==> src/rtl/core/ddo_pkg.sv <==
// ----------------------------------------------------------------------------
// ddo_pkg
// Types and constants of the differential drive odometry unit
// ----------------------------------------------------------------------------
`default_nettype none

package ddo_pkg;

  // cordic table length and start gain (0.6072529350 in Q1.30)
  localparam int ATAN_ENTRIES = 24;
  localparam logic signed [31:0] KINV_Q30 = 32'sd652032874;

  // arctangent of 2^-i in units of 2^-32 turn
  localparam logic [31:0] ATAN_TURNS [ATAN_ENTRIES] = '{
    32'd536870912, 32'd316933406, 32'd167458907, 32'd85004756,
    32'd42667331,  32'd21354465,  32'd10679838,  32'd5340245,
    32'd2670163,   32'd1335087,   32'd667544,    32'd333772,
    32'd166886,    32'd83443,     32'd41722,     32'd20861,
    32'd10430,     32'd5215,      32'd2608,      32'd1304,
    32'd652,       32'd326,       32'd163,       32'd81
  };

  // travel in Q.16 metres
  localparam int TRAVEL_W = 48;

  // register indexes on the configuration port
  localparam logic REG_METRES_PER_COUNT = 1'b0;
  localparam logic REG_TURN_GAIN        = 1'b1;

  // one encoder and compass sample
  typedef struct packed {
    logic signed [31:0] left_count;
    logic signed [31:0] right_count;
    logic signed [15:0] compass_heading;
  } in_item_t;

  // one pose result
  typedef struct packed {
    logic signed [31:0] pos_x;
    logic signed [31:0] pos_y;
    logic signed [31:0] odo_angle;
  } out_item_t;

  // rotation vector handed from cell to cell
  typedef struct packed {
    logic               flip;
    logic signed [31:0] x;
    logic signed [31:0] y;
    logic signed [31:0] z;
  } cordic_vec_t;

endpackage

`default_nettype wire

==> src/rtl/core/ddo_cordic_cell.sv <==
// ----------------------------------------------------------------------------
// ddo_cordic_cell
// One rotation-mode cordic step with a fixed shift, registered output
// ----------------------------------------------------------------------------
`default_nettype none

module ddo_cordic_cell #(
  parameter int STEP = 0
) (
  input  logic                 clk,
  input  logic                 rst,
  input  logic                 valid_in,
  input  ddo_pkg::cordic_vec_t vec_in,
  output logic                 valid_out,
  output ddo_pkg::cordic_vec_t vec_out
);
  import ddo_pkg::*;

  localparam logic signed [31:0] ATAN = $signed(ATAN_TURNS[STEP]);

  logic signed [31:0] xs;
  logic signed [31:0] ys;
  cordic_vec_t        vec_next;

  // rotate toward zero residual angle
  always_comb begin
    xs = $signed(vec_in.x) >>> STEP;
    ys = $signed(vec_in.y) >>> STEP;
    vec_next.flip = vec_in.flip;
    if (!vec_in.z[31]) begin
      vec_next.x = vec_in.x - ys;
      vec_next.y = vec_in.y + xs;
      vec_next.z = vec_in.z - ATAN;
    end else begin
      vec_next.x = vec_in.x + ys;
      vec_next.y = vec_in.y - xs;
      vec_next.z = vec_in.z + ATAN;
    end
  end

  // hand to the neighbor
  always_ff @(posedge clk) begin
    if (rst) begin
      valid_out <= 1'b0;
    end else begin
      valid_out <= valid_in;
    end
    vec_out <= vec_next;
  end

endmodule

`default_nettype wire

==> src/rtl/core/ddo_cordic_chain.sv <==
// ----------------------------------------------------------------------------
// ddo_cordic_chain
// Quadrant fold, a row of cordic cells and a registered cos/sin output
// ----------------------------------------------------------------------------
`default_nettype none

module ddo_cordic_chain #(
  parameter int CORDIC_STEPS = 16
) (
  input  logic               clk,
  input  logic               rst,
  input  logic               start,
  input  logic [31:0]        angle,
  output logic               done,
  output logic signed [31:0] cos_q30,
  output logic signed [31:0] sin_q30
);
  import ddo_pkg::*;

  localparam int NCELLS = (CORDIC_STEPS > ATAN_ENTRIES) ? ATAN_ENTRIES : CORDIC_STEPS;

  logic              flip;
  cordic_vec_t       first_vec;
  logic [NCELLS-1:0] cell_valid;
  cordic_vec_t       cell_vec [NCELLS];

  // fold the left half plane over by a half turn
  always_comb begin
    flip            = angle[31] ^ angle[30];
    first_vec.flip  = flip;
    first_vec.x     = KINV_Q30;
    first_vec.y     = '0;
    first_vec.z     = {angle[31] ^ flip, angle[30:0]};
  end

  // row of cells, one shift each
  for (genvar g = 0; g < NCELLS; g++) begin : g_cell
    if (g == 0) begin : g_head
      ddo_cordic_cell #(.STEP(g)) u_cell (
        .clk       (clk),
        .rst       (rst),
        .valid_in  (start),
        .vec_in    (first_vec),
        .valid_out (cell_valid[g]),
        .vec_out   (cell_vec[g])
      );
    end else begin : g_body
      ddo_cordic_cell #(.STEP(g)) u_cell (
        .clk       (clk),
        .rst       (rst),
        .valid_in  (cell_valid[g-1]),
        .vec_in    (cell_vec[g-1]),
        .valid_out (cell_valid[g]),
        .vec_out   (cell_vec[g])
      );
    end
  end

  // undo the fold and register the result
  always_ff @(posedge clk) begin
    if (rst) begin
      done <= 1'b0;
    end else begin
      done <= cell_valid[NCELLS-1];
    end
    cos_q30 <= cell_vec[NCELLS-1].flip ? -cell_vec[NCELLS-1].x : cell_vec[NCELLS-1].x;
    sin_q30 <= cell_vec[NCELLS-1].flip ? -cell_vec[NCELLS-1].y : cell_vec[NCELLS-1].y;
  end

endmodule

`default_nettype wire

==> config.mk <==
export PLATFORM = sky130hd
export DESIGN_NAME = ddo_cordic_chain
export DESIGN_NICKNAME = d
export VERILOG_FILES = /design/src/rtl/core/ddo_pkg.sv /design/src/rtl/core/ddo_cordic_cell.sv /design/src/rtl/core/ddo_cordic_chain.sv
export SDC_FILE = /design/constraint.sdc
export NUM_CORES = 2
export LEC_CHECK = 0
export BUFFER_PORTS_ARGS = -buffer_cell sky130_fd_sc_hd__clkbuf_2
export CORE_MARGIN = 2
export CORE_UTILIZATION = 65
export CTS_CLUSTER_SIZE = 14
export DETAILED_ROUTE_END_ITERATION = 12
export GPL_TIMING_DRIVEN = 0
export HOLD_SLACK_MARGIN = 0.02
export PLACE_DENSITY = 0.82
export SLEW_MARGIN = 25
export SYNTH_ARGS = -nofsm -noshare
export SYNTH_HDL_FRONTEND = slang
export SYNTH_SLANG_ARGS = --single-unit
==> constraint.sdc <==
create_clock -name clk -period 5.2 [get_ports clk]
set_input_delay 0.52 -clock clk [delete_from_list [all_inputs] [get_ports clk]]
set_output_delay 0.52 -clock clk [all_outputs]
set_load 0.005 [all_outputs]
# Word-level counts from Yosys, hierarchy flattened
# Index checks and enable logic that the tools add are counted.
[word_totals] ff_bits=1599 in_bits=35 out_inout_bits=65 word_cells=196
[op_classes] addsub=94 n_mux=18 n_bitwise=2
[op_table] op="$mux W96" n=15
[op_table] op="$add A32 B30 Y32" n=3
[op_table] op="$sub A32 B30 Y32" n=3
[op_table] op="$add A32 B17 Y32" n=2
[op_table] op="$add A32 B18 Y32" n=2
[op_table] op="$add A32 B19 Y32" n=2
[op_table] op="$add A32 B20 Y32" n=2
[op_table] op="$add A32 B21 Y32" n=2
[op_table] op="$add A32 B22 Y32" n=2
[op_table] op="$add A32 B23 Y32" n=2
[op_table] op="$add A32 B24 Y32" n=2
[op_table] op="$add A32 B25 Y32" n=2
[op_table] op="$add A32 B26 Y32" n=2
[op_table] op="$add A32 B27 Y32" n=2
[op_table] op="$add A32 B28 Y32" n=2
[op_table] op="$add A32 B29 Y32" n=2
[op_table] op="$mux W32" n=2
[op_table] op="$mux W64" n=1
[op_table] op="$neg A32 Y32" n=2
[op_table] op="$sub A32 B17 Y32" n=2
[op_table] op="$sub A32 B18 Y32" n=2
[op_table] op="$sub A32 B19 Y32" n=2
[op_table] op="$sub A32 B20 Y32" n=2
[op_table] op="$sub A32 B21 Y32" n=2
[op_table] op="other kinds (43)" n=52

# Logic depth before layout (Yosys ltp)
[logic_depth] word_depth=4 ltp_mapped=22 mapped_depth_nobuf=21

# Cells and area by module
# From an unflattened synthesis, not the netlist that was laid out.
[unflattened] cells_unflattened=15235 hier_area_um2=128290.5
[modules_own_cells] module="ddo_cordic_cell at g_cell[13].g_body.u_cell" n_inst=1 cells_per_inst=1013 area_each_um2=8318.0 seq_area_each_um2=1961.9
[modules_own_cells] module="ddo_cordic_cell at g_cell[5].g_body.u_cell" n_inst=1 cells_per_inst=968 area_each_um2=8090.3 seq_area_each_um2=1961.9
[modules_own_cells] module="ddo_cordic_cell at g_cell[7].g_body.u_cell" n_inst=1 cells_per_inst=960 area_each_um2=8052.7 seq_area_each_um2=1961.9
[modules_own_cells] module="ddo_cordic_cell at g_cell[9].g_body.u_cell" n_inst=1 cells_per_inst=951 area_each_um2=8041.5 seq_area_each_um2=1961.9
[modules_own_cells] module="ddo_cordic_cell at g_cell[4].g_body.u_cell" n_inst=1 cells_per_inst=967 area_each_um2=8013.9 seq_area_each_um2=1961.9
[modules_own_cells] module="ddo_cordic_cell at g_cell[2].g_body.u_cell" n_inst=1 cells_per_inst=953 area_each_um2=8010.2 seq_area_each_um2=1961.9
[modules_own_cells] module="ddo_cordic_cell at g_cell[12].g_body.u_cell" n_inst=1 cells_per_inst=954 area_each_um2=7930.1 seq_area_each_um2=1961.9
[modules_own_cells] module="ddo_cordic_cell at g_cell[8].g_body.u_cell" n_inst=1 cells_per_inst=957 area_each_um2=7930.1 seq_area_each_um2=1961.9
[modules_own_cells] module="ddo_cordic_cell at g_cell[14].g_body.u_cell" n_inst=1 cells_per_inst=929 area_each_um2=7880.1 seq_area_each_um2=1961.9
[modules_own_cells] module="ddo_cordic_cell at g_cell[1].g_body.u_cell" n_inst=1 cells_per_inst=929 area_each_um2=7831.3 seq_area_each_um2=1961.9
[modules_own_cells] module="ddo_cordic_cell at g_cell[3].g_body.u_cell" n_inst=1 cells_per_inst=918 area_each_um2=7813.7 seq_area_each_um2=1961.9
[modules_own_cells] module="ddo_cordic_cell at g_cell[11].g_body.u_cell" n_inst=1 cells_per_inst=898 area_each_um2=7754.9 seq_area_each_um2=1961.9
[modules_own_cells] module="ddo_cordic_cell at g_cell[6].g_body.u_cell" n_inst=1 cells_per_inst=918 area_each_um2=7702.4 seq_area_each_um2=1961.9
[modules_own_cells] module="ddo_cordic_cell at g_cell[15].g_body.u_cell" n_inst=1 cells_per_inst=899 area_each_um2=7677.4 seq_area_each_um2=1961.9
[modules_own_cells] module="3 more rows"

# Worst setup path after synthesis
# Ideal clock, no wire load.
[synth_path] kind="register to register" start="register g_cell[1].g_body.u_cell.vec_out[31] (netlist name)" end="register g_cell[2].g_body.u_cell.vec_out[94] (netlist name)" setup_ns=0.123 t_arrival_ns=4.243 required_time_ns=5.077 path_slack_ns=0.834 stages_incl_launch_ff=16 n_path_buf=2 period_less_slack_ns=4.366 cell_sequence="dfxtp_1 clkbuf_1 buf_1 mux2_2 fa_1 a21oi_1 o21ai_1 a2111oi_2 nor3_1 o41ai_1 a21oi_1 o31a_1 a21o_1 a221oi_4 o21ai_1 xor2_1"
[synth_lines] element="start, declared" line_no="ddo_cordic_cell.sv:15" rtl="output ddo_pkg::cordic_vec_t vec_out"
[synth_lines] element="start signal, assigned" line_no="ddo_cordic_cell.sv:48" rtl="vec_out <= vec_next;"
[synth_lines] element="end signal, assigned" line_no="ddo_cordic_cell.sv:48"
[synth_lines] element="end, declared" line_no="ddo_cordic_cell.sv:15"

==> flow_metrics.env <==
export IMPL_synth_compound_area_share_pct=22.2
export IMPL_gp_congestion=0.966
export IMPL_die_area_sq_um=167000
export IMPL_max_freq_ghz=0.200
export IMPL_wirelength_um=286000
export IMPL_synth_distinct_cells=96
export IMPL_setup_viol=0
export IMPL_synthesis_nets=13863
export IMPL_first_iter_violations=6996
export IMPL_synthMuxAreaShare_pct=0.989
export IMPL_crit_fanout=7
export IMPL_worst_pin_slew_ns=1.05
export IMPL_start_util_pct=65.5
export IMPL_slowest_delay_ns=0.42
export IMPL_ys_ff_latch=1486
export IMPL_fin_util_pct=71.3
export IMPL_period_minus_slack_ns=5.01
export IMPL_synthesis_area_sq_um=106000
export IMPL_critical_path_arrival_ns=5.69
export IMPL_endpoint_kind="flop"
export IMPL_yosysWarnings=0
export IMPL_clk_latency_ns=0.82
export IMPL_grt_start_max_net_pins=30
export IMPL_ioPinCount=100
export IMPL_fin_nets=14168
export IMPL_synth_edf_count=0
export IMPL_vias=91873
export IMPL_skew_ns=0.0318
export IMPL_dp_hpwl_um=226000
export IMPL_drc=0
export IMPL_htreeDepth=4
export IMPL_path_cells="or3_1 -> nor3_1 -> nand2_1 -> nor4b_4 -> and2_2 -> nor2_1 -> xor2_1 -> ha_1 -> clkbuf_1 -> a21o_1 -> a21o_1 -> a21oi_1 -> o21ai_0 -> a22o_1 -> a311oi_4 -> o21bai_1 -> a221o_1 -> a22oi_1 -> a21oi_1 -> xor2_1"
export IMPL_syn2layout_area_growth_pct=8.96
export IMPL_cts_clk_slew_worst_paths_ns=0.06
export IMPL_ant_nets=0
export IMPL_worstPathRequired_ns=5.88
export IMPL_postSynthCellCount=12371
export IMPL_die_w_um=409
export IMPL_io_buffers=99
export IMPL_vias_per_cell=6.13
export IMPL_cts_made_buffers=157
export IMPL_reg2reg_from="g_cell[4].g_body.u_cell.vec_out[42]"
export IMPL_post_drt_wl_per_cell_um=19.1
export IMPL_grt_first_pass_wirelength_um=458000
export IMPL_status="finished clean"
export IMPL_cts_num_sinks=1486
export IMPL_die_h_um=409
export IMPL_max_slew_margin_pct=29.2
export IMPL_hold_path_class="reg2reg"
export IMPL_grt_pass1_vias=88438
export IMPL_synth_top_family_by_area="compound AO/OA/AOI/OAI gates"
export IMPL_start_kind="flop"
export IMPL_drv_cap=0
export IMPL_fin_setup_tns_ns=0
export IMPL_synth_adder_area_share_pct=17.4
export IMPL_final_cell_mix="dfxtp_1, ha_1, a21oi_1"
export IMPL_synth_xor_area_share_pct=14.6
export IMPL_cts_tree="done"
export IMPL_rows=148
export IMPL_hp_start="g_cell[12].g_body.u_cell.vec_out[96]"
export IMPL_gr_total_overflow=0
export IMPL_cts_max_path_buffers=3
export IMPL_drive_gt1_share_pct=4.94
export IMPL_maxSlewViolCount=0
export IMPL_synth_simple_area_share_pct=14.5
export IMPL_crit_type="reg2reg"
export IMPL_period_share_pct=96.3
export IMPL_cts_root_buf="clkbuf_16"
export IMPL_ys_flop_type="dfxtp_1"
export IMPL_finalHoldViolCount=0
export IMPL_grt_usage_pct=33.2
export IMPL_cp_startpoint="g_cell[4].g_body.u_cell.vec_out[42]"
export IMPL_seq_area_frac_synth_pct=28.0
export IMPL_antenna_found_initial=7
export IMPL_synth_avg_cell_area_sq_um=8.60
export IMPL_crit_slowest_cell="or3_1"
export IMPL_dr_pass1_iters=6
export IMPL_design_core_area_sq_um=163000
export IMPL_synthArstFlopShare_pct=0
export IMPL_final_common_cell="dfxtp_1"
final timing paths:
check | to | slack [ns] | depth (start not counted)
worst max-delay path | g_cell[5].g_body.u_cell.vec_out[94] | 0.19 | 20
worst min-delay path | g_cell[13].g_body.u_cell.vec_out[96] | 0.32 | 0
worst max register to register | g_cell[5].g_body.u_cell.vec_out[94] | 0.19 | 20
worst min register to register | g_cell[13].g_body.u_cell.vec_out[96] | 0.32 | 0
state kept, by name, summed over array words and instances, names as in the netlist:
register	flops
g_cell.g_body.u_cell.vec_out	1370
g_cell.g_head.u_cell.vec_out	35
cos_q30	32
sin_q30	32
g_cell.g_body.u_cell.valid_out	15
done	1
g_cell.g_head.u_cell.valid_out	1
worst max-delay path, delay by kind of cell (launching register included):
| kind | cells | cell delay [ns] |
|---|---|---|
| adders and majority gates | 1 | 0.27 |
| and+or+nand+nor | 6 | 1.58 |
| DFF | 1 | 0.38 |
| AOI/OAI and AO/OA | 10 | 2.09 |
| buffers and inverters | 1 | 0.21 |
| xor gates and xnor gates | 2 | 0.33 |
synthesized netlist by cell type (all sizes together) (198+ instances only):
master	number	share of area (%)
xnor2	1192	9.8
o21ai	622	2.9
o21a	198	1.4
nand2	541	1.9
a21o	612	4.3
a21oi	1335	6.3
ha	1413	17
xor2	575	4.7
nor3	332	1.6
inv	490	1.7
dfxtp	1486	28
nand3	207	0.97
nor2	1077	3.8
per-layer routing:
| layer | GRT usage [%] | vias up | wire, um |
|---|---|---|---|
| li1 | - | 45233 | - |
| met1 | 41.9 | 42950 | 123000 |
| met2 | 55.9 | 3007 | 132000 |
| met3 | 4.58 | 681 | 17100 |
| met4 | 15.2 | 2 | 14200 |
| met5 | 0 | - | 13 |
final cells by class:
type                    instances  area, sq um
clock buffers                 213         4530
well taps                    2175         2720
diodes                          1         2.50
repair inverters                7         35.0
multi-input cells           10211        74400
repair buffers                144          941
flip-flops and latches       1486        29800
fillers                     12931        46600
inverters                     492         1880
plain buffers                 177          723
clock inverters                75          957
metrics by stage:
| stage | std cells | hold WS (ns) | setup slack, ns | area, sq um |
|---|---|---|---|---|
| 2_1_floorplan | 12371 | 0.310 | 0.834 | 106000 |
| 3_3_place_gp | 14645 | 0.310 | -1.14 | 110000 |
| 3_5_place_dp | 14646 | 0.312 | -0.898 | 110000 |
| 4_1_cts | 14978 | 0.291 | 0.00419 | 116000 |
| 5_1_grt | 14980 | 0.320 | -0.0513 | 116000 |
| 6_report | 14981 | 0.319 | 0.192 | 116000 |
what timing repair did:
action	in CTS	in global routing
gates resized for setup	47	72
buffers inserted	6	3
pin swaps	0	1
gates cloned	6	1
endpoints found under the setup margin	158	91
hold endpoints to repair	41	0
hold buffers	35	0
kinds of logic (layout without fill, tap and decap cells):
| group | count (synthesis) | count (layout) |
|---|---|---|
| other cells | 1 | 2 |
| compound gates | 3724 | 3724 |
| flops | 1486 | 1486 |
| xor+xnor | 1767 | 1767 |
| buf+inv | 674 | 1108 |
| mux | 98 | 98 |
| simple gates | 3164 | 3164 |
| fa+ha+maj | 1457 | 1457 |
Power is not shown: default switching activity piles up to over one toggle a cycle in this logic, so the estimate is an artifact.
